<file path="src/hdl/coptr_pkg.sv">
// shared constants, types and codes for the center-out pulse trail renderer
`timescale 1ns / 1ps
`default_nettype none
package coptr_pkg;

    localparam int MAX_PULSES = 8;
    localparam int PIDX_W     = $clog2(MAX_PULSES);
    localparam int CNT_W      = $clog2(MAX_PULSES + 1);
    localparam int MAX_LEDS   = 1024;
    localparam int LEN_W      = 11;
    localparam int PIX_W      = 10;
    localparam int SPEED_W    = 20;
    localparam int SPAN_W     = 20;
    localparam int INTV_W     = 16;
    localparam int COL_W      = 8;
    localparam int OFF_W      = 32;
    localparam int ELAPSED_W  = 16;
    localparam int CFG_DATA_W = 20;
    localparam int CFG_IDX_W  = 3;
    localparam int FIX_ONE    = 1000;
    localparam int HALF_FIX   = FIX_ONE / 2;
    localparam int CTR_W      = 19;
    localparam int LIM_W      = 21;
    localparam int PK_W       = 20;
    localparam int STEP_W     = 27;
    localparam int PROD_W     = SPEED_W + ELAPSED_W;
    localparam int DEN_W      = 20;
    localparam int ITER_W     = 6;
    localparam int BRI_W      = 10;
    localparam int BX_W       = 30;
    localparam int CX_W       = COL_W + BRI_W;
    localparam int HEAD_W     = OFF_W + 2;
    localparam int LIVE_W     = 4;
    localparam int SPQ_W      = 11;
    localparam int SPR_W      = 10;
    // reciprocal of 1000, exact for operands below 2^26
    localparam int RCP_IN_W   = 26;
    localparam int RCP_M_W    = 27;
    localparam int RCP_M      = 68719477;
    localparam int RCP_SH     = 36;
    localparam int RCP_P_W    = RCP_IN_W + RCP_M_W;
    localparam int RCP_Q_W    = RCP_P_W - RCP_SH;

    typedef enum logic [CFG_IDX_W-1:0] {
        CFG_ENABLED    = 3'd0,
        CFG_STRIP_LEN  = 3'd1,
        CFG_SPEED      = 3'd2,
        CFG_TRAIL_SPAN = 3'd3,
        CFG_INTERVAL   = 3'd4,
        CFG_HEAD_RED   = 3'd5,
        CFG_HEAD_GREEN = 3'd6,
        CFG_HEAD_BLUE  = 3'd7
    } cfg_idx_t;

    typedef enum logic [1:0] {
        PAINT_NONE  = 2'd0,
        PAINT_HEAD  = 2'd1,
        PAINT_TRAIL = 2'd2
    } paint_t;

    typedef struct packed {
        logic accept;
        logic step_start;
        logic spawn;
        logic walk_tick;
        logic walk_end;
        logic walk_query;
        logic bright_start;
        logic bright_store;
        logic chan_start;
        logic chan_store;
        logic finish;
    } cmd_t;

    typedef struct packed {
        logic is_query;
        logic enabled;
        logic in_range;
        logic walk_done;
        logic is_trail;
        logic div_busy;
        logic ch_last;
    } sts_t;

endpackage
`default_nettype wire

</file>
<file path="src/hdl/coptr_ctrl.sv">
// controller state machine sequencing ticks and pixel queries
`timescale 1ns / 1ps
`default_nettype none
module coptr_ctrl (
    input  wire logic            clk,
    input  wire logic            rst_n,
    input  wire logic            in_valid,
    output logic                 in_ready,
    output logic                 out_valid,
    input  wire logic            out_ready,
    input  wire coptr_pkg::sts_t sts,
    output coptr_pkg::cmd_t      cmd
);
    import coptr_pkg::*;

    typedef enum logic [11:0] {
        S_IDLE   = 12'b0000_0000_0001,
        S_DECIDE = 12'b0000_0000_0010,
        S_T_DIV  = 12'b0000_0000_0100,
        S_T_WAIT = 12'b0000_0000_1000,
        S_SPAWN  = 12'b0000_0001_0000,
        S_T_WALK = 12'b0000_0010_0000,
        S_Q_WALK = 12'b0000_0100_0000,
        S_B_DIV  = 12'b0000_1000_0000,
        S_B_WAIT = 12'b0001_0000_0000,
        S_C_DIV  = 12'b0010_0000_0000,
        S_C_WAIT = 12'b0100_0000_0000,
        S_DONE   = 12'b1000_0000_0000
    } state_t;

    state_t state_reg, state_next;
    logic   ovalid_reg, ovalid_next;

    always_comb
    begin
        state_next = state_reg;
        cmd        = '0;
        unique case (state_reg)
            S_IDLE:
            begin
                if (in_valid)
                begin
                    cmd.accept = 1'b1;
                    state_next = S_DECIDE;
                end
            end
            S_DECIDE:
            begin
                if (!sts.enabled)
                begin
                    state_next = S_DONE;
                end
                else if (!sts.is_query)
                begin
                    state_next = S_T_DIV;
                end
                else if (sts.in_range)
                begin
                    state_next = S_Q_WALK;
                end
                else
                begin
                    state_next = S_DONE;
                end
            end
            S_T_DIV:
            begin
                cmd.step_start = 1'b1;
                state_next     = S_T_WAIT;
            end
            S_T_WAIT:
            begin
                if (!sts.div_busy)
                begin
                    state_next = S_SPAWN;
                end
            end
            S_SPAWN:
            begin
                cmd.spawn  = 1'b1;
                state_next = S_T_WALK;
            end
            S_T_WALK:
            begin
                if (sts.walk_done)
                begin
                    cmd.walk_end = 1'b1;
                    state_next   = S_DONE;
                end
                else
                begin
                    cmd.walk_tick = 1'b1;
                end
            end
            S_Q_WALK:
            begin
                if (sts.walk_done)
                begin
                    state_next = sts.is_trail ? S_B_DIV : S_DONE;
                end
                else
                begin
                    cmd.walk_query = 1'b1;
                end
            end
            S_B_DIV:
            begin
                cmd.bright_start = 1'b1;
                state_next       = S_B_WAIT;
            end
            S_B_WAIT:
            begin
                if (!sts.div_busy)
                begin
                    cmd.bright_store = 1'b1;
                    state_next       = S_C_DIV;
                end
            end
            S_C_DIV:
            begin
                cmd.chan_start = 1'b1;
                state_next     = S_C_WAIT;
            end
            S_C_WAIT:
            begin
                if (!sts.div_busy)
                begin
                    cmd.chan_store = 1'b1;
                    state_next     = sts.ch_last ? S_DONE : S_C_DIV;
                end
            end
            S_DONE:
            begin
                if (!ovalid_reg || out_ready)
                begin
                    cmd.finish = 1'b1;
                    state_next = S_IDLE;
                end
            end
            default:
            begin
                state_next = S_IDLE;
            end
        endcase
        if (cmd.finish)
        begin
            ovalid_next = 1'b1;
        end
        else if (out_ready)
        begin
            ovalid_next = 1'b0;
        end
        else
        begin
            ovalid_next = ovalid_reg;
        end
    end

    always_ff @(posedge clk or negedge rst_n)
    begin
        if (!rst_n)
        begin
            state_reg  <= S_IDLE;
            ovalid_reg <= 1'b0;
        end
        else
        begin
            state_reg  <= state_next;
            ovalid_reg <= ovalid_next;
        end
    end

    assign in_ready  = state_reg == S_IDLE;
    assign out_valid = ovalid_reg;

endmodule
`default_nettype wire

</file>
<file path="config.mk">
export PLATFORM = sky130hd
export DESIGN_NAME = coptr_ctrl
export DESIGN_NICKNAME = d
export VERILOG_FILES = /design/src/hdl/coptr_pkg.sv /design/src/hdl/coptr_ctrl.sv
export SDC_FILE = /design/constraint.sdc
export NUM_CORES = 1
export LEC_CHECK = 0
export BUFFER_PORTS_ARGS = -buffer_cell sky130_fd_sc_hd__buf_2
export CORE_ASPECT_RATIO = 1.1
export CORE_MARGIN = 3
export CORE_UTILIZATION = 52
export DETAILED_ROUTE_END_ITERATION = 16
export PLACE_DENSITY_LB_ADDON = 0.2
export SLEW_MARGIN = 20
export SYNTH_ARGS = -nofsm -noshare
export SYNTH_HDL_FRONTEND = slang
export SYNTH_SLANG_ARGS = --single-unit
</file>
<file path="constraint.sdc">
create_clock -name clk -period 2.5 [get_ports clk]
set_input_delay 0.5 -clock clk [delete_from_list [all_inputs] [get_ports clk]]
set_output_delay 0.5 -clock clk [all_outputs]
set_load 0.02 [all_outputs]
</file>
Yosys cells after proc, flatten, opt, wreduce, memory -nomap -nowiden

Cells that the tools add are included.

Eq/ne operators: 19
Mux-type cells: 30
Reduce and logical (&&, ||, !) cells: 4

Operators by type and width:

| kind                                                  | number |
|---|---|
| 2-to-1 mux 12 bit                                     | 12 |
| one-hot mux 12 bit (12 select lines)                  | 1 |
| 2-to-1 mux 1 bit                                      | 16 |
| != test 2 bit, second input constant                  | 7 |
| equality test 12 x 1 -> 1 bit, second input constant  | 1 |
| equality test 12 x 10 -> 1 bit, second input constant | 1 |
| equality test 12 x 11 -> 1 bit, second input constant | 1 |
| equality test 12 bit, second input constant           | 1 |
| equality test 12 x 2 -> 1 bit, second input constant  | 1 |
| equality test 12 x 3 -> 1 bit, second input constant  | 1 |
| equality test 12 x 4 -> 1 bit, second input constant  | 1 |
| equality test 12 x 5 -> 1 bit, second input constant  | 1 |
| equality test 12 x 6 -> 1 bit, second input constant  | 1 |
| equality test 12 x 7 -> 1 bit, second input constant  | 1 |
| equality test 12 x 8 -> 1 bit, second input constant  | 1 |
| equality test 12 x 9 -> 1 bit, second input constant  | 1 |
| AND reduction 7 bit                                   | 1 |
| 2-to-1 mux 2 bit                                      | 1 |
| nonzero test 2 bit                                    | 1 |
| zero test 1 bit                                       | 1 |
| logical OR 1 bit                                      | 1 |

Register bits after elaboration: 13
Input bits: 11
Word-level logic and storage cells: 55

Longest topological paths before layout

Depth in word-level cells: 5
Depth in mapped cells: 7
Gate-level depth less buffers: 6

Worst setup path after synthesis

OpenSTA, ideal clock, no wires.

Kind: register -> output
Start point: register state_reg[5]
End point: output cmd[10] in the netlist's numbering
Arrival: 1,819 ps
Required time: 2,000 ps
Path slack: 181 ps
Cell stages (with the launch flop): 6
Cell sequence: dfrtp_1 > buf_6 > nor4_4 > nand3b_2 > nor2_1 > and2_1

RTL lines:

| what                   | RTL line          | source |
|---|---|---|
| start, declared        | coptr_ctrl.sv:31  | `state_t state_reg, state_next;` |
| start signal, assigned | coptr_ctrl.sv:168 | `state_reg <= state_next;` |
| end, declared          | coptr_ctrl.sv:12  | `output coptr_pkg::cmd_t cmd` |

==> metrics.yaml <==
status: "completed"
cp.depth: 5
cp-start-kind: "flop"
ys_seq_area_share_pct: 32.7
drt_iter0_markers: 62
grt_max_degree: 14
synthCells: 111
syn_area_um2: 997
die_h_um: 51.9
drv_cap: 0
clkLatencyLatePin_ns: 0.29
largest_reg_flops: 12
peakVddDrop_mv: 0.579
pin_count: 24
hpwlAfterDp_um: 1910
arrival_ns: 1.91
postCtsHoldBufs: 0
syn-num-nets: 122
grt_first_pass_wirelength_um: 4310
required_ns: 2.00
start_util_pct: 59.0
tns_ns: 0
die_w_um: 47.8
drc: 0
dieArea_um2: 2480
antenna_left: 0
h-tree-depth: 1
final.fill_count: 124
drv_slew: 0
r2r_cells: 8
max_stage_delay_ns: 0.46
end_kind: "output port"
cts_root_buf: "clkbuf_4"
antenna_found_initial: 0
syn2layout_area_growth_pct: 31.1
clock_skew_ns: 0.00144
first_global_vias: 964
critPathTopFamily: "simple AND/OR/NAND/NOR gates"
finalWeightedCongestion: 0.858
criticalPathCategory: "flop to output port"
overflow: 0
antenna_cells: 0
ys_ff_latch: 13
min_period_ns: 2.41
p_leak_nw: 0.665
max_clock_freq_mhz: 414
finalSetupViolations: 0
hold_viol: 0
drive_above_1_share_pct: 43.8
max-slew-margin-rel_pct: 70.3
clock_sinks: 13
cp_slowest_cell: "dfrtp_2"
io_buffers: 23
cts_tree: "done"
routedWlPerCell_um: 17.1
cellPowerDensity_nw_per_um2: 670
numCtsBuffers: 3
synth_edf_count: 0
crit_fanout: 9
worst_slew_pin_slew_ns: 0.439
vias_per_cell: 6.36
vias: 1081
ys.flop_type: "dfrtp_1"
async_flop_share_pct: 100
path_buf_inv: 2
core_um2: 1690
synthDistinctLibCells: 44
fin_crit_sh_pct: 96.6
final_nets: 165
row_count: 15
dr.pass1.iters: 4
track_usage_pct: 24.9
routed_wl_um: 2910
clockBufferDepth: 2
synth_warnings: 0
clk_pin_slew_ns: 0.09
worstHoldPathType: "primary input to asynchronous set/reset pin"
path_cells: "nor4_4, buf_6, nand3b_2, nor4b_4, buf_4"
total_power_mw: 0.876
avgSynthCellArea_um2: 8.98
## logic make-up (layout without fill, tap and decap cells)
logic type      count (synthesis)  count (layout)  synth area share [%]
xor+xnor                        3               3                  2.64
flops                          13              13                  32.7
compound gates                 17              17                  11.4
simple gates                   69              69                  47.2
buf+inv                         8              50                  5.02
mux                             1               1                  1.00
## path summary, 6_finish.rpt
check | start | end | slack (ns)
max | state_reg[5]$_DFFE_PN0P_ | cmd[9] | 0.09
min | rst_n | state_reg[6]$_DFFE_PN0P_ | 0.08
max reg2reg | state_reg[0]$_DFFE_PN1P_ | state_reg[3]$_DFFE_PN0P_ | 0.51
min reg2reg | out_valid$_DFFE_PN0P_ | out_valid$_DFFE_PN0P_ | 0.55
max in group asynchronous | rst_n | state_reg[0]$_DFFE_PN1P_ | 2.14
min in group clk | sts[6] | state_reg[2]$_DFFE_PN0P_ | 0.40
## layout by cell type, fill, tap and decap left out, drive strengths merged
master | netlist | final
a21oi | 1 | 1
nand3 | 5 | 5
nand4 | 4 | 4
nor2 | 15 | 15
nand2b | 2 | 2
o2111ai | 1 | 1
a21o | 3 | 3
buf | 4 | 43
nand4b | 1 | 1
xor2 | 1 | 1
or2 | 1 | 1
nor3b | 3 | 3
nand3b | 1 | 1
a2111oi | 1 | 1
o21ai | 7 | 7
and2 | 5 | 5
dfstp | 1 | 1
nor4 | 4 | 4
o32a | 1 | 1
dfrtp | 12 | 12
nand2 | 9 | 9
o21a | 1 | 1
or4 | 1 | 1
mux2i | 1 | 1
nor3 | 7 | 7
o22ai | 2 | 2
or3b | 1 | 1
inv | 3 | 3
nor4b | 3 | 3
xnor2 | 2 | 2
nor2b | 3 | 3
and4b | 1 | 1
and3 | 3 | 3
clkbuf | 1 | 4
## synthesized netlist by cell type, types with 2 or more instances
| cell | n | share of area [%] |
|---|---|---|
| o21ai_1 | 2 | 1.0 |
| nor4b_1 | 2 | 1.8 |
| nor4_4 | 3 | 6.4 |
| nor2b_1 | 3 | 1.9 |
| nor3_2 | 2 | 2.0 |
| nor3b_1 | 2 | 1.5 |
| nor3_1 | 5 | 2.5 |
| nand3_1 | 3 | 1.5 |
| buf_6 | 2 | 2.3 |
| inv_1 | 3 | 1.1 |
| nand2b_1 | 2 | 1.3 |
| dfrtp_1 | 12 | 30 |
| and2_1 | 5 | 3.1 |
| and3_1 | 3 | 1.9 |
| a21o_1 | 3 | 2.3 |
| o22ai_1 | 2 | 1.3 |
| xnor2_1 | 2 | 1.8 |
| nand4_1 | 4 | 2.5 |
| nor2_1 | 15 | 5.6 |
| o21ai_0 | 4 | 2.0 |
| nand2_1 | 9 | 3.4 |
## metrics by stage
stage / hold slack, ns / cell area, um^2 / std cells / utilization (%) / setup slack, ns
2_1_floorplan: 0.204 / 997 / 111 / - / 0.181
3_3_place_gp: 0.407 / 1100 / 147 / 65.3 / 0.346
3_5_place_dp: 0.407 / 1100 / 147 / 65.3 / 0.250
4_1_cts: 0.0927 / 1140 / 152 / 67.8 / 0.00294
5_1_grt: 0.0867 / 1310 / 170 / 77.4 / -0.0192
6_report: 0.0822 / 1310 / 170 / 77.4 / 0.0857
## per-layer routing
| layer | vias up | part of all wire [%] | track usage (%) |
|---|---|---|---|
| met3 | 16 | 7.2 | 3.81 |
| met5 | - | 0 | 0 |
| met2 | 66 | 48 | 40.5 |
| met1 | 513 | 40 | 30.0 |
| li1 | 486 | - | - |
| met4 | 0 | 4.6 | 13.5 |
## repair_timing
action                     CTS  global route
pin swaps                    1             5
setup endpoints to repair    4             9
gates resized for setup      3             8
setup buffers                1            18
## area by class of cell
type	count	area, um^2	share of cell area, %
Sequential cell	13	333	25.5
Multi-Input combinational cell	90	644	49.3
Inverter	3	11.3	0.861
Timing Repair Buffer	43	272	20.8
Tap cell	17	21.3	1.63
Clock buffer	4	26.3	2.01
## power by group
group	total, mW	switching [mW]	internal (mW)
Combinational	0.447	0.252	0.196
Sequential	0.288	0.0480	0.240
Clock	0.140	0.0784	0.0621
(Power assumes the default switching activity.)
