<file path="config.mk">
export PLATFORM = sky130hd
export DESIGN_NAME = coptr_dp
export DESIGN_NICKNAME = d
export VERILOG_FILES = /design/src/hdl/coptr_pkg.sv /design/src/hdl/coptr_div.sv /design/src/hdl/coptr_dp.sv
export SDC_FILE = /design/constraint.sdc
export NUM_CORES = 2
export LEC_CHECK = 0
export ABC_AREA = 1
export BUFFER_PORTS_ARGS = -buffer_cell sky130_fd_sc_hd__buf_2
export CAP_MARGIN = 20
export CORE_UTILIZATION = 39
export CTS_CLUSTER_DIAMETER = 200
export DETAILED_ROUTE_END_ITERATION = 16
export RECOVER_POWER = 25
export SLEW_MARGIN = 20
export SYNTH_ARGS = -nofsm -noshare
export SYNTH_HDL_FRONTEND = slang
export SYNTH_SLANG_ARGS = --single-unit
</file>
<file path="constraint.sdc">
create_clock -name clk -period 10.8 [get_ports clk]
set_clock_uncertainty 0.05 [all_clocks]
set_input_delay 1.62 -clock clk [delete_from_list [all_inputs] [get_ports clk]]
set_output_delay 1.62 -clock clk [all_outputs]
set_load 0.005 [all_outputs]
</file>
<file path="src/hdl/coptr_pkg.sv">
// shared constants, types and codes for the center-out pulse trail renderer
`timescale 1ns / 1ps
`default_nettype none
package coptr_pkg;

    localparam int MAX_PULSES = 8;
    localparam int PIDX_W     = $clog2(MAX_PULSES);
    localparam int CNT_W      = $clog2(MAX_PULSES + 1);
    localparam int MAX_LEDS   = 1024;
    localparam int LEN_W      = 11;
    localparam int PIX_W      = 10;
    localparam int SPEED_W    = 20;
    localparam int SPAN_W     = 20;
    localparam int INTV_W     = 16;
    localparam int COL_W      = 8;
    localparam int OFF_W      = 32;
    localparam int ELAPSED_W  = 16;
    localparam int CFG_DATA_W = 20;
    localparam int CFG_IDX_W  = 3;
    localparam int FIX_ONE    = 1000;
    localparam int HALF_FIX   = FIX_ONE / 2;
    localparam int CTR_W      = 19;
    localparam int LIM_W      = 21;
    localparam int PK_W       = 20;
    localparam int STEP_W     = 27;
    localparam int PROD_W     = SPEED_W + ELAPSED_W;
    localparam int DEN_W      = 20;
    localparam int ITER_W     = 6;
    localparam int BRI_W      = 10;
    localparam int BX_W       = 30;
    localparam int CX_W       = COL_W + BRI_W;
    localparam int HEAD_W     = OFF_W + 2;
    localparam int LIVE_W     = 4;
    localparam int SPQ_W      = 11;
    localparam int SPR_W      = 10;
    // reciprocal of 1000, exact for operands below 2^26
    localparam int RCP_IN_W   = 26;
    localparam int RCP_M_W    = 27;
    localparam int RCP_M      = 68719477;
    localparam int RCP_SH     = 36;
    localparam int RCP_P_W    = RCP_IN_W + RCP_M_W;
    localparam int RCP_Q_W    = RCP_P_W - RCP_SH;

    typedef enum logic [CFG_IDX_W-1:0] {
        CFG_ENABLED    = 3'd0,
        CFG_STRIP_LEN  = 3'd1,
        CFG_SPEED      = 3'd2,
        CFG_TRAIL_SPAN = 3'd3,
        CFG_INTERVAL   = 3'd4,
        CFG_HEAD_RED   = 3'd5,
        CFG_HEAD_GREEN = 3'd6,
        CFG_HEAD_BLUE  = 3'd7
    } cfg_idx_t;

    typedef enum logic [1:0] {
        PAINT_NONE  = 2'd0,
        PAINT_HEAD  = 2'd1,
        PAINT_TRAIL = 2'd2
    } paint_t;

    typedef struct packed {
        logic accept;
        logic step_start;
        logic spawn;
        logic walk_tick;
        logic walk_end;
        logic walk_query;
        logic bright_start;
        logic bright_store;
        logic chan_start;
        logic chan_store;
        logic finish;
    } cmd_t;

    typedef struct packed {
        logic is_query;
        logic enabled;
        logic in_range;
        logic walk_done;
        logic is_trail;
        logic div_busy;
        logic ch_last;
    } sts_t;

endpackage
`default_nettype wire

</file>
<file path="src/hdl/coptr_div.sv">
// restoring divider, one quotient bit per cycle
`timescale 1ns / 1ps
`default_nettype none
module coptr_div (
    input  wire logic                         clk,
    input  wire logic                         rst_n,
    input  wire logic                         start,
    input  wire logic [coptr_pkg::DEN_W-1:0]  rem_init,
    input  wire logic [coptr_pkg::PROD_W-1:0] low,
    input  wire logic [coptr_pkg::ITER_W-1:0] iters,
    input  wire logic [coptr_pkg::DEN_W-1:0]  den,
    output logic      [coptr_pkg::PROD_W-1:0] quo,
    output logic                              busy
);
    import coptr_pkg::*;

    logic [DEN_W-1:0]  rem_reg, rem_next;
    logic [PROD_W-1:0] low_reg, quo_reg;
    logic [DEN_W-1:0]  den_reg;
    logic [ITER_W-1:0] cnt_reg;
    logic              busy_reg;
    logic [DEN_W:0]    trial;
    logic              fits;

    always_comb
    begin
        trial = {rem_reg, low_reg[PROD_W-1]};
        fits  = trial >= {1'b0, den_reg};
        if (fits)
        begin
            rem_next = DEN_W'(trial - {1'b0, den_reg});
        end
        else
        begin
            rem_next = trial[DEN_W-1:0];
        end
    end

    always_ff @(posedge clk or negedge rst_n)
    begin
        if (!rst_n)
        begin
            busy_reg <= 1'b0;
            cnt_reg  <= '0;
        end
        else if (start)
        begin
            busy_reg <= 1'b1;
            cnt_reg  <= iters;
        end
        else if (busy_reg)
        begin
            cnt_reg <= cnt_reg - 1'b1;
            if (cnt_reg == ITER_W'(1))
            begin
                busy_reg <= 1'b0;
            end
        end
    end

    always_ff @(posedge clk)
    begin
        if (start)
        begin
            rem_reg <= rem_init;
            low_reg <= low;
            den_reg <= den;
            quo_reg <= '0;
        end
        else if (busy_reg)
        begin
            rem_reg <= rem_next;
            low_reg <= {low_reg[PROD_W-2:0], 1'b0};
            quo_reg <= {quo_reg[PROD_W-2:0], fits};
        end
    end

    assign quo  = quo_reg;
    assign busy = busy_reg;

endmodule
`default_nettype wire

</file>
<file path="src/hdl/coptr_dp.sv">
// datapath: configuration, pulse store, walk logic and color math
`timescale 1ns / 1ps
`default_nettype none
module coptr_dp (
    input  wire logic                             clk,
    input  wire logic                             rst_n,
    input  wire logic                             cfg_we,
    input  wire logic [coptr_pkg::CFG_IDX_W-1:0]  cfg_index,
    input  wire logic [coptr_pkg::CFG_DATA_W-1:0] cfg_data,
    input  wire logic                             command,
    input  wire logic [coptr_pkg::ELAPSED_W-1:0]  elapsed_ms,
    input  wire logic [coptr_pkg::PIX_W-1:0]      pixel_index,
    input  wire coptr_pkg::cmd_t                  cmd,
    output coptr_pkg::sts_t                       sts,
    output logic      [coptr_pkg::COL_W-1:0]      out_red,
    output logic      [coptr_pkg::COL_W-1:0]      out_green,
    output logic      [coptr_pkg::COL_W-1:0]      out_blue,
    output logic      [coptr_pkg::LIVE_W-1:0]     live_pulses,
    output logic                                  spawn_dropped
);
    import coptr_pkg::*;

    // configuration
    logic              en_reg;
    logic [LEN_W-1:0]  len_reg;
    logic [SPEED_W-1:0] speed_reg;
    logic [SPAN_W-1:0] span_reg;
    logic [INTV_W-1:0] intv_reg;
    logic [COL_W-1:0]  hred_reg, hgrn_reg, hblu_reg;

    // pulse store
    logic [OFF_W-1:0] loff_reg [MAX_PULSES];
    logic [OFF_W-1:0] roff_reg [MAX_PULSES];
    logic [MAX_PULSES-1:0] llive_reg, rlive_reg;
    logic [CNT_W-1:0] count_reg;
    logic [OFF_W-1:0] timer_reg;

    // per item
    logic                 cmdq_reg;
    logic [ELAPSED_W-1:0] elapsed_reg;
    logic [PIX_W-1:0]     pix_reg;
    logic [PK_W-1:0]      pk_reg;
    logic [LEN_W-1:0]     n_reg;
    logic [CTR_W-1:0]     c_reg;
    logic [LIM_W-1:0]     lim_reg;
    logic [CNT_W-1:0]     k_reg, w_reg;
    paint_t               kind_reg, kind_next;
    logic [SPAN_W-1:0]    d_reg, d_next;
    logic [BRI_W-1:0]     b_reg;
    logic [1:0]           ch_reg;
    logic [COL_W-1:0]     colr_reg, colg_reg, colb_reg;
    logic                 drop_reg;
    logic [COL_W-1:0]     ored_reg, ogrn_reg, oblu_reg;
    logic [LIVE_W-1:0]    olive_reg;
    logic                 odrop_reg;

    // step: speed split into whole LEDs and thousandths
    logic [SPQ_W-1:0]     spq_reg;
    logic [SPR_W-1:0]     spr;
    logic [STEP_W-1:0]    qe_reg, step_reg;
    logic [RCP_IN_W-1:0]  re_reg;
    logic [CX_W-1:0]      cx_reg;

    logic [LEN_W-1:0]  n_clamp;
    logic [CTR_W-1:0]  c_calc;
    logic [PIDX_W-1:0] idx;
    logic [OFF_W-1:0]  lo, ro;
    logic              ll, rl;
    logic [STEP_W-1:0] step;
    logic [OFF_W:0]    lsum, rsum, tsum;
    logic [OFF_W-1:0]  lnew, rnew, tnew;
    logic              lkeep, rkeep;
    logic [LEN_W-1:0]  half;

    logic signed [HEAD_W-1:0] cs, pks, lo_bnd, hi_bnd, head_l, head_r, dl, dr;
    logic hit_l, hit_r, trl, trr;

    logic                 div_start;
    logic [DEN_W-1:0]     div_rem, div_den;
    logic [PROD_W-1:0]    div_low, div_quo;
    logic [ITER_W-1:0]    div_iters;
    logic                 div_busy;
    logic [BX_W-1:0]      bx;
    logic [CX_W-1:0]      cx;
    logic [COL_W-1:0]     chan;

    // floor(x / 1000) by reciprocal multiply
    function automatic logic [RCP_Q_W-1:0] div_by_fix(input logic [RCP_IN_W-1:0] x);
        logic [RCP_P_W-1:0] p;
        p = RCP_P_W'(x) * RCP_P_W'(RCP_M);
        return p[RCP_P_W-1:RCP_SH];
    endfunction

    always_comb
    begin
        if (len_reg == '0)
        begin
            n_clamp = LEN_W'(1);
        end
        else if (len_reg > LEN_W'(MAX_LEDS))
        begin
            n_clamp = LEN_W'(MAX_LEDS);
        end
        else
        begin
            n_clamp = len_reg;
        end
        c_calc = CTR_W'((n_clamp - LEN_W'(1)) * HALF_FIX);
    end

    assign idx  = k_reg[PIDX_W-1:0];
    assign lo   = loff_reg[idx];
    assign ro   = roff_reg[idx];
    assign ll   = llive_reg[idx];
    assign rl   = rlive_reg[idx];
    assign step = step_reg;
    assign half = n_reg >> 1;
    assign spr  = SPR_W'(speed_reg - SPEED_W'(spq_reg * FIX_ONE));

    // tick walk: advance both sides, saturate, retire
    always_comb
    begin
        lsum  = {1'b0, lo} + (OFF_W+1)'(step);
        rsum  = {1'b0, ro} + (OFF_W+1)'(step);
        lnew  = lsum[OFF_W] ? '1 : lsum[OFF_W-1:0];
        rnew  = rsum[OFF_W] ? '1 : rsum[OFF_W-1:0];
        lkeep = ll && !(lnew > OFF_W'(lim_reg));
        rkeep = rl && !(rnew > OFF_W'(lim_reg));
        tsum  = {1'b0, timer_reg} + (OFF_W+1)'(elapsed_reg);
        tnew  = tsum[OFF_W] ? '1 : tsum[OFF_W-1:0];
    end

    // query walk: later sides overwrite earlier ones
    always_comb
    begin
        cs     = HEAD_W'(c_reg);
        pks    = HEAD_W'(pk_reg);
        lo_bnd = (pix_reg == '0) ? pks - HEAD_W'(FIX_ONE - 1) : pks;
        hi_bnd = pks + HEAD_W'(FIX_ONE - 1);
        head_l = cs - HEAD_W'(lo);
        head_r = cs + HEAD_W'(ro);
        hit_l  = (head_l >= lo_bnd) && (head_l <= hi_bnd);
        hit_r  = (head_r >= lo_bnd) && (head_r <= hi_bnd);
        dl     = pks - head_l;
        dr     = head_r - pks;
        trl    = (LEN_W'(pix_reg) < half) && !dl[HEAD_W-1] && (dl != '0)
                 && (dl <= HEAD_W'(span_reg));
        trr    = (LEN_W'(pix_reg) >= half) && !dr[HEAD_W-1] && (dr != '0)
                 && (dr <= HEAD_W'(span_reg));
        kind_next = kind_reg;
        d_next    = d_reg;
        if (ll)
        begin
            if (hit_l)
            begin
                kind_next = PAINT_HEAD;
            end
            else if (trl)
            begin
                kind_next = PAINT_TRAIL;
                d_next    = dl[SPAN_W-1:0];
            end
        end
        if (rl)
        begin
            if (hit_r)
            begin
                kind_next = PAINT_HEAD;
            end
            else if (trr)
            begin
                kind_next = PAINT_TRAIL;
                d_next    = dr[SPAN_W-1:0];
            end
        end
    end

    // divider operands for the trail brightness, and the channel scale product
    always_comb
    begin
        bx = BX_W'(d_reg * FIX_ONE);
        case (ch_reg)
            2'd0:    chan = hred_reg;
            2'd1:    chan = hgrn_reg;
            default: chan = hblu_reg;
        endcase
        cx        = CX_W'(chan * b_reg);
        div_start = cmd.bright_start;
        div_rem   = bx[BX_W-1:BRI_W];
        div_low   = {bx[BRI_W-1:0], {(PROD_W-BRI_W){1'b0}}};
        div_iters = ITER_W'(BRI_W);
        div_den   = span_reg;
    end

    coptr_div u_div (
        .clk      (clk),
        .rst_n    (rst_n),
        .start    (div_start),
        .rem_init (div_rem),
        .low      (div_low),
        .iters    (div_iters),
        .den      (div_den),
        .quo      (div_quo),
        .busy     (div_busy)
    );

    // control state of the store and config
    always_ff @(posedge clk or negedge rst_n)
    begin
        if (!rst_n)
        begin
            en_reg    <= 1'b0;
            len_reg   <= LEN_W'(60);
            speed_reg <= SPEED_W'(20000);
            span_reg  <= SPAN_W'(15000);
            intv_reg  <= INTV_W'(1200);
            hred_reg  <= '0;
            hgrn_reg  <= '0;
            hblu_reg  <= COL_W'(255);
            llive_reg <= '0;
            rlive_reg <= '0;
            count_reg <= '0;
            timer_reg <= '0;
            k_reg     <= '0;
            w_reg     <= '0;
        end
        else
        begin
            if (cfg_we)
            begin
                unique case (cfg_idx_t'(cfg_index))
                    CFG_ENABLED:
                    begin
                        if (cfg_data[0] && !en_reg)
                        begin
                            llive_reg <= '0;
                            rlive_reg <= '0;
                            count_reg <= '0;
                            timer_reg <= '0;
                        end
                        en_reg <= cfg_data[0];
                    end
                    CFG_STRIP_LEN:  len_reg   <= cfg_data[LEN_W-1:0];
                    CFG_SPEED:      speed_reg <= cfg_data[SPEED_W-1:0];
                    CFG_TRAIL_SPAN: span_reg  <= cfg_data[SPAN_W-1:0];
                    CFG_INTERVAL:   intv_reg  <= cfg_data[INTV_W-1:0];
                    CFG_HEAD_RED:   hred_reg  <= cfg_data[COL_W-1:0];
                    CFG_HEAD_GREEN: hgrn_reg  <= cfg_data[COL_W-1:0];
                    CFG_HEAD_BLUE:  hblu_reg  <= cfg_data[COL_W-1:0];
                    default: ;
                endcase
            end
            if (cmd.accept || cmd.spawn)
            begin
                k_reg <= '0;
                w_reg <= '0;
            end
            if (cmd.spawn)
            begin
                if (tnew >= OFF_W'(intv_reg))
                begin
                    timer_reg <= '0;
                    if (count_reg < CNT_W'(MAX_PULSES))
                    begin
                        llive_reg[count_reg[PIDX_W-1:0]] <= 1'b1;
                        rlive_reg[count_reg[PIDX_W-1:0]] <= 1'b1;
                        count_reg <= count_reg + 1'b1;
                    end
                end
                else
                begin
                    timer_reg <= tnew;
                end
            end
            if (cmd.walk_tick)
            begin
                k_reg <= k_reg + 1'b1;
                if (lkeep || rkeep)
                begin
                    llive_reg[w_reg[PIDX_W-1:0]] <= lkeep;
                    rlive_reg[w_reg[PIDX_W-1:0]] <= rkeep;
                    w_reg <= w_reg + 1'b1;
                end
            end
            if (cmd.walk_end)
            begin
                count_reg <= w_reg;
            end
            if (cmd.walk_query)
            begin
                k_reg <= k_reg + 1'b1;
            end
        end
    end

    // offsets, per-item payload, color math and output registers
    always_ff @(posedge clk)
    begin
        if (cmd.accept)
        begin
            cmdq_reg    <= command;
            elapsed_reg <= elapsed_ms;
            pix_reg     <= pixel_index;
            pk_reg      <= PK_W'(pixel_index * FIX_ONE);
            n_reg       <= n_clamp;
            c_reg       <= c_calc;
            lim_reg     <= LIM_W'(c_calc) + LIM_W'(span_reg);
            kind_reg    <= PAINT_NONE;
            d_reg       <= '0;
            drop_reg    <= 1'b0;
            spq_reg     <= SPQ_W'(div_by_fix(RCP_IN_W'(speed_reg)));
        end
        if (cmd.step_start)
        begin
            qe_reg <= STEP_W'(spq_reg) * STEP_W'(elapsed_reg);
            re_reg <= RCP_IN_W'(spr) * RCP_IN_W'(elapsed_reg);
        end
        step_reg <= qe_reg + STEP_W'(div_by_fix(re_reg));
        if (cmd.spawn && (tnew >= OFF_W'(intv_reg)))
        begin
            if (count_reg < CNT_W'(MAX_PULSES))
            begin
                loff_reg[count_reg[PIDX_W-1:0]] <= '0;
                roff_reg[count_reg[PIDX_W-1:0]] <= '0;
            end
            else
            begin
                drop_reg <= 1'b1;
            end
        end
        if (cmd.walk_tick && (lkeep || rkeep))
        begin
            loff_reg[w_reg[PIDX_W-1:0]] <= ll ? lnew : lo;
            roff_reg[w_reg[PIDX_W-1:0]] <= rl ? rnew : ro;
        end
        if (cmd.walk_query)
        begin
            kind_reg <= kind_next;
            d_reg    <= d_next;
        end
        if (cmd.bright_store)
        begin
            b_reg  <= BRI_W'(FIX_ONE) - div_quo[BRI_W-1:0];
            ch_reg <= 2'd0;
        end
        if (cmd.chan_start)
        begin
            cx_reg <= cx;
        end
        if (cmd.chan_store)
        begin
            case (ch_reg)
                2'd0:    colr_reg <= COL_W'(div_by_fix(RCP_IN_W'(cx_reg)));
                2'd1:    colg_reg <= COL_W'(div_by_fix(RCP_IN_W'(cx_reg)));
                default: colb_reg <= COL_W'(div_by_fix(RCP_IN_W'(cx_reg)));
            endcase
            ch_reg <= ch_reg + 1'b1;
        end
        if (cmd.finish)
        begin
            unique case (kind_reg)
                PAINT_HEAD:
                begin
                    ored_reg <= hred_reg;
                    ogrn_reg <= hgrn_reg;
                    oblu_reg <= hblu_reg;
                end
                PAINT_TRAIL:
                begin
                    ored_reg <= colr_reg;
                    ogrn_reg <= colg_reg;
                    oblu_reg <= colb_reg;
                end
                default:
                begin
                    ored_reg <= '0;
                    ogrn_reg <= '0;
                    oblu_reg <= '0;
                end
            endcase
            olive_reg <= LIVE_W'(count_reg);
            odrop_reg <= drop_reg;
        end
    end

    always_comb
    begin
        sts.is_query  = cmdq_reg;
        sts.enabled   = en_reg;
        sts.in_range  = LEN_W'(pix_reg) < n_reg;
        sts.walk_done = k_reg >= count_reg;
        sts.is_trail  = kind_reg == PAINT_TRAIL;
        sts.div_busy  = div_busy;
        sts.ch_last   = ch_reg == 2'd2;
    end

    assign out_red       = ored_reg;
    assign out_green     = ogrn_reg;
    assign out_blue      = oblu_reg;
    assign live_pulses   = olive_reg;
    assign spawn_dropped = odrop_reg;

endmodule
`default_nettype wire

</file>
# Word-level counts from Yosys, hierarchy flattened
# Memories as Yosys holds them, arrays and structs flattened.
# Index checks and enable logic that the tools add are counted.
dict set report word_totals {
  output_inout_bits 36
  elab_cells 253
  input_bits 64
  register_bits 506
  mem_bits_rw 512
  memories 2
}
dict set report classes {
  n_eq_ne 12
  muxes 92
  n_bitwise 3
  multipliers 10
  order_cmp 21
  n_addsub 20
  reduce_logical 48
}
# name words word_bits read_ports rd_clocked_by_memory_dff wr line_no
set memory_table {}
lappend memory_table {loff_reg 8 32 1 0 2 coptr_dp.sv:32} ;# logic [OFF_W-1:0] loff_reg [MAX_PULSES];
lappend memory_table {roff_reg 8 32 1 0 2 coptr_dp.sv:33} ;# logic [OFF_W-1:0] roff_reg [MAX_PULSES];
# op n
set ops {}
lappend ops {{32-bit 2-to-1 mux} 10}
lappend ops {{20-bit 2-to-1 mux} 11}
lappend ops {{8-bit 2-to-1 mux} 16}
lappend ops {{36-bit 2-to-1 mux} 2}
lappend ops {{34-bit by 20-bit <= comparator with 1-bit output} 2}
lappend ops {{34-bit nonzero test} 2}
lappend ops {{32-bit by 27-bit adder with 33-bit output} 2}
lappend ops {{32-bit by 21-bit greater-than comparator with 1-bit output} 2}
lappend ops {{8-bit one-hot mux with 2 select lines} 4}
lappend ops {{26-bit by 27-bit multiplier with 53-bit output (second input constant)} 1}
lappend ops {{4-bit 2-to-1 mux} 13}
lappend ops {{20-bit by 27-bit multiplier with 47-bit output (second input constant)} 1}
lappend ops {{18-bit by 27-bit multiplier with 44-bit output (second input constant)} 1}
lappend ops {{33-bit by 34-bit greater-or-equal comparator with 1-bit output} 1}
lappend ops {{34-bit greater-or-equal comparator} 1}
lappend ops {{34-bit 2-to-1 mux} 1}
lappend ops {{21-bit by 33-bit subtractor with 34-bit output} 1}
lappend ops {{33-bit by 20-bit subtractor with 34-bit output} 1}
lappend ops {{19-bit by 32-bit adder with 33-bit output} 1}
lappend ops {{32-bit by 16-bit adder with 33-bit output} 1}
lappend ops {{33-bit by 21-bit <= comparator with 1-bit output} 1}
lappend ops {{33-bit by 22-bit <= comparator with 1-bit output} 1}
lappend ops {{19-bit by 32-bit subtractor with 33-bit output} 1}
lappend ops {{32-bit by 16-bit greater-or-equal comparator with 1-bit output} 1}
lappend ops {{other kinds (54)} 128}

# Depth between registers and ports, before layout
# An unclocked memory read counts as a cell.
dict set report depth {
  word_depth 14
  mapped_depth 58
}

# Hierarchy
# A second synthesis with hierarchy kept.
dict set report hier_totals {
  cells_unflattened 12256
  hier_area_um2 107474.3
}
# module n_inst area_per_inst_um2 cells_each
set by_module_without_submodules {}
lappend by_module_without_submodules {coptr_dp 1 101227.1 11494}
lappend by_module_without_submodules {coptr_div 1 6247.2 762}

# Worst setup path before layout
# Ideal clock, no wire load.
dict set report synth_timing {
  kind {reg-to-reg}
  startpoint {register k_reg[0]}
  endpoint {memory loff_reg[3][0], enable pin}
  path_buffers 13
  path_slack_ns 2.135
  t_arrival_ns 8.191
  stages_incl_launch_ff 53
  synth_period_minus_slack_ns 8.665
  path_cell_list {dfrtp_1 buf_6 inv_6 buf_6 buf_6 buf_4 buf_2 clkbuf_1 clkbuf_1 clkbuf_1 nor2_1 o22ai_1 nand2_1 nand2_1 ha_1 a21oi_1 o21ai_0 nand3_1 [17 not listed] o21bai_1 a31o_2 o2111ai_1 a21oi_1 o21ai_0 o41ai_1 nand4_1 nor2_1 nand2_1 nor3_2 nand3_1 inv_2 nand2_1 nand2_1 inv_2 buf_6 buf_6 nand2_1}
}
# item line_no
set synth_rtl {}
lappend synth_rtl {{from (decl)} coptr_dp.sv:46} ;# logic [CNT_W-1:0] k_reg, w_reg;
lappend synth_rtl {{from (signal assigned)} coptr_dp.sv:277} ;# k_reg <= k_reg + 1'b1;
lappend synth_rtl {{from (signal assigned)} coptr_dp.sv:291} ;# k_reg <= k_reg + 1'b1;
lappend synth_rtl {{to (decl)} coptr_dp.sv:32}

==> metrics.yaml <==
rsz0062_at_grt: "false"
die_h_um: 520
firstDrtPassIters: 8
path_max_fanout: 51
synth-async-reset-ratio: 0.156
reg2reg_to: "roff_reg[0][20]"
crit_family: "simple AND/OR/NAND/NOR gates"
period_minus_slack_ps: 9160
clk_pin_slew_worst_paths_ps: 60
grtUsageMet1: 0.317
grt_start_max_net_pins: 105
cts_buffers: 119
grt_util_met2: 0.356
synthTopCellsByCount: "inv_1 (2,281), nand2_1 (1,820), ha_1 (1,402)"
cts.htree.levels: 3
grt_use_met3: 0.0245
hold_path_depth: 1
numPortBuffers: 99
cts_resized: 0
ys.flop_type: "edfxtp_1"
rr_startpoint: "k_reg[1]"
slew_viol_final: 374
track_usage: 0.223
yosys.area.top_type_share: 0.235
cts_setup_buffers: 0
viasPerCell: 5.17
max_freq_mhz: 109
r2r_setup_slack_ps: 1640
wl_per_cell_um: 19.3
start_kind: "register"
tightest_slew_ps: 3740
grt_pass1_wl_um: 468000
areaGrowthSynthToFinish_pct: 8.48
final_antenna_net_count: 0
fp-row-count: 189
ios: 100
synth_area_leaders: "edfxtp_1 (24%), fa_1 (18%), ha_1 (17%)"
synth_top_cell_by_area: "edfxtp_1"
r2r_cells: 34
cpMostUsedCell: "nand2_1"
min_delay_worst_endpoint: "step[26]"
slew_headroom: -1.49
coreArea_um2: 266000
tns_ps: 0
syn_area_um2: 105000
die_w_um: 520
hold_viol_final: 0
critPathRequiredTime_ps: 11370
initial_core_util: 0.393
worstHoldStart: "qe_reg[26]"
yosys.cell_count.top_type: "inv_1"
wl_um: 301000
nets: 14400
vias: 80600
setup_viol: 0
clock_path_buffers: 3
hold_buffers: 0
cts_tree: "yes"
grt_pass1_vias: 79600
cp-end-kind: "register"
seq_area_frac_synth: 0.281
drive_gt1_frac: 0.0472
ctsRootBufferMaster: "clkbuf_16"
gp_congestion: 0.992
hpwl_um: 234000
status: "finished, violations left"
final.period_utilization: 0.848
worstPathArrival_ps: 9730
yosysWarnings: 0
ys_ff_latch: 1016
cpPeakStageDelay_ps: 790
violations: "max-capacitance violations, max-slew violations"
die_area_um2: 270000
crit_path_top_delay_cell: "o41ai_1"
worstSetupPathType: "reg2reg"
synth_area_per_cell_um2: 8.78
ys_types: 80
grt-ovfl-total: 0
clock_latency_ps: 810
antenna_found_initial: 10
grt_busiest_layer: "met2"
route.detailed.drc: 0
syn_inst: 11900
cap_violations: 9
holdCritPathClass: "reg2reg"
cts_num_sinks: 1016
drt-initial-drc-count: 6660
synth_edf_count: 819
crit_buf_inv: 5
cell type report:
class	count	area (um^2)
clock inverter	77	993
fill	26400	153000
inverter	2311	8690
antenna	5	12.5
clock buffer	150	3160
sequential	1016	29400
timing repair buffer	234	1710
multi-input combinational	8281	65100
tap	3533	4420
worst max-delay path by stage:
stage	slack [ps]	to	depth (start not counted)	startpoint
2_1_floorplan	2140	loff_reg[3][0]	52	k_reg[0]
4_1_cts	1580	step[26]	41	re_reg[8]
3_5_place_dp	1630	step[26]	41	re_reg[8]
5_1_grt	920	step[26]	42	re_reg[15]
3_3_place_gp	1720	step[24]	41	re_reg[8]
6_report	1640	roff_reg[0][20]	34	k_reg[1]
cell usage in the layout, fill, tap and decap left out, drive strengths merged, types with 7 or more instances in the layout:
master and count:
inv 2310, nand2 1845, ha 1402, nor2 1310, fa 932, edfxtp 819
o21ai 697, a21oi 609, nand3 376, xor2 261, buf 201, clkbuf 183
nand4 141, dfrtp 131, o22ai 130, xnor2 107, nor3 73, a31oi 52
clkinv 51, dfxtp 38, or2 38, nor4 34, o21bai 32, dfstp 28
o211ai 27, o21a 27, a21o 27, a211oi 24, a21boi 17, bufinv 16
o221ai 15, nand3b 12, clkinvlp 11, o2111ai 10, o31ai 9, a22o 9
and3 7, conb 7
stage by stage:
step                      area (um^2)  worst slack (ps)  cells   util  hold WS [ps]
after global routing           113000               919  15600  0.426           379
after CTS                      114000              1580  15600  0.427           354
final                          113000              1640  15600  0.427           349
after floorplan                105000              2140  11900      -           358
after global placement         109000              1720  15400  0.411           380
after detailed placement       109000              1630  15400  0.411           385
layer usage:
| metal | routed length, um | vias to the layer above | part of all wire |
|---|---|---|---|
| met5 | 0 | - | 0 |
| met4 | 9230 | 0 | 0.031 |
| met3 | 20800 | 399 | 0.069 |
| met2 | 135000 | 2657 | 0.45 |
| met1 | 136000 | 38900 | 0.45 |
| li1 | - | 38700 | - |
kinds of logic (layout without fill, tap and decap cells):
logic type	Yosys count	after routing	synth area share
adders and majority gates	2334	2334	0.346
xor gates and xnor gates	368	368	0.0309
buffers and inverters	2619	2772	0.0978
and+or+nand+nor	3847	3847	0.152
AOI/OAI and AO/OA	1724	1724	0.0920
other	2	12	0.0000718
muxes	1	1	0.000108
DFF	1016	1016	0.281
Power is left out: the tool's default activity adds up to more than one toggle a clock period on the data nets, which glitch-free logic cannot reach.
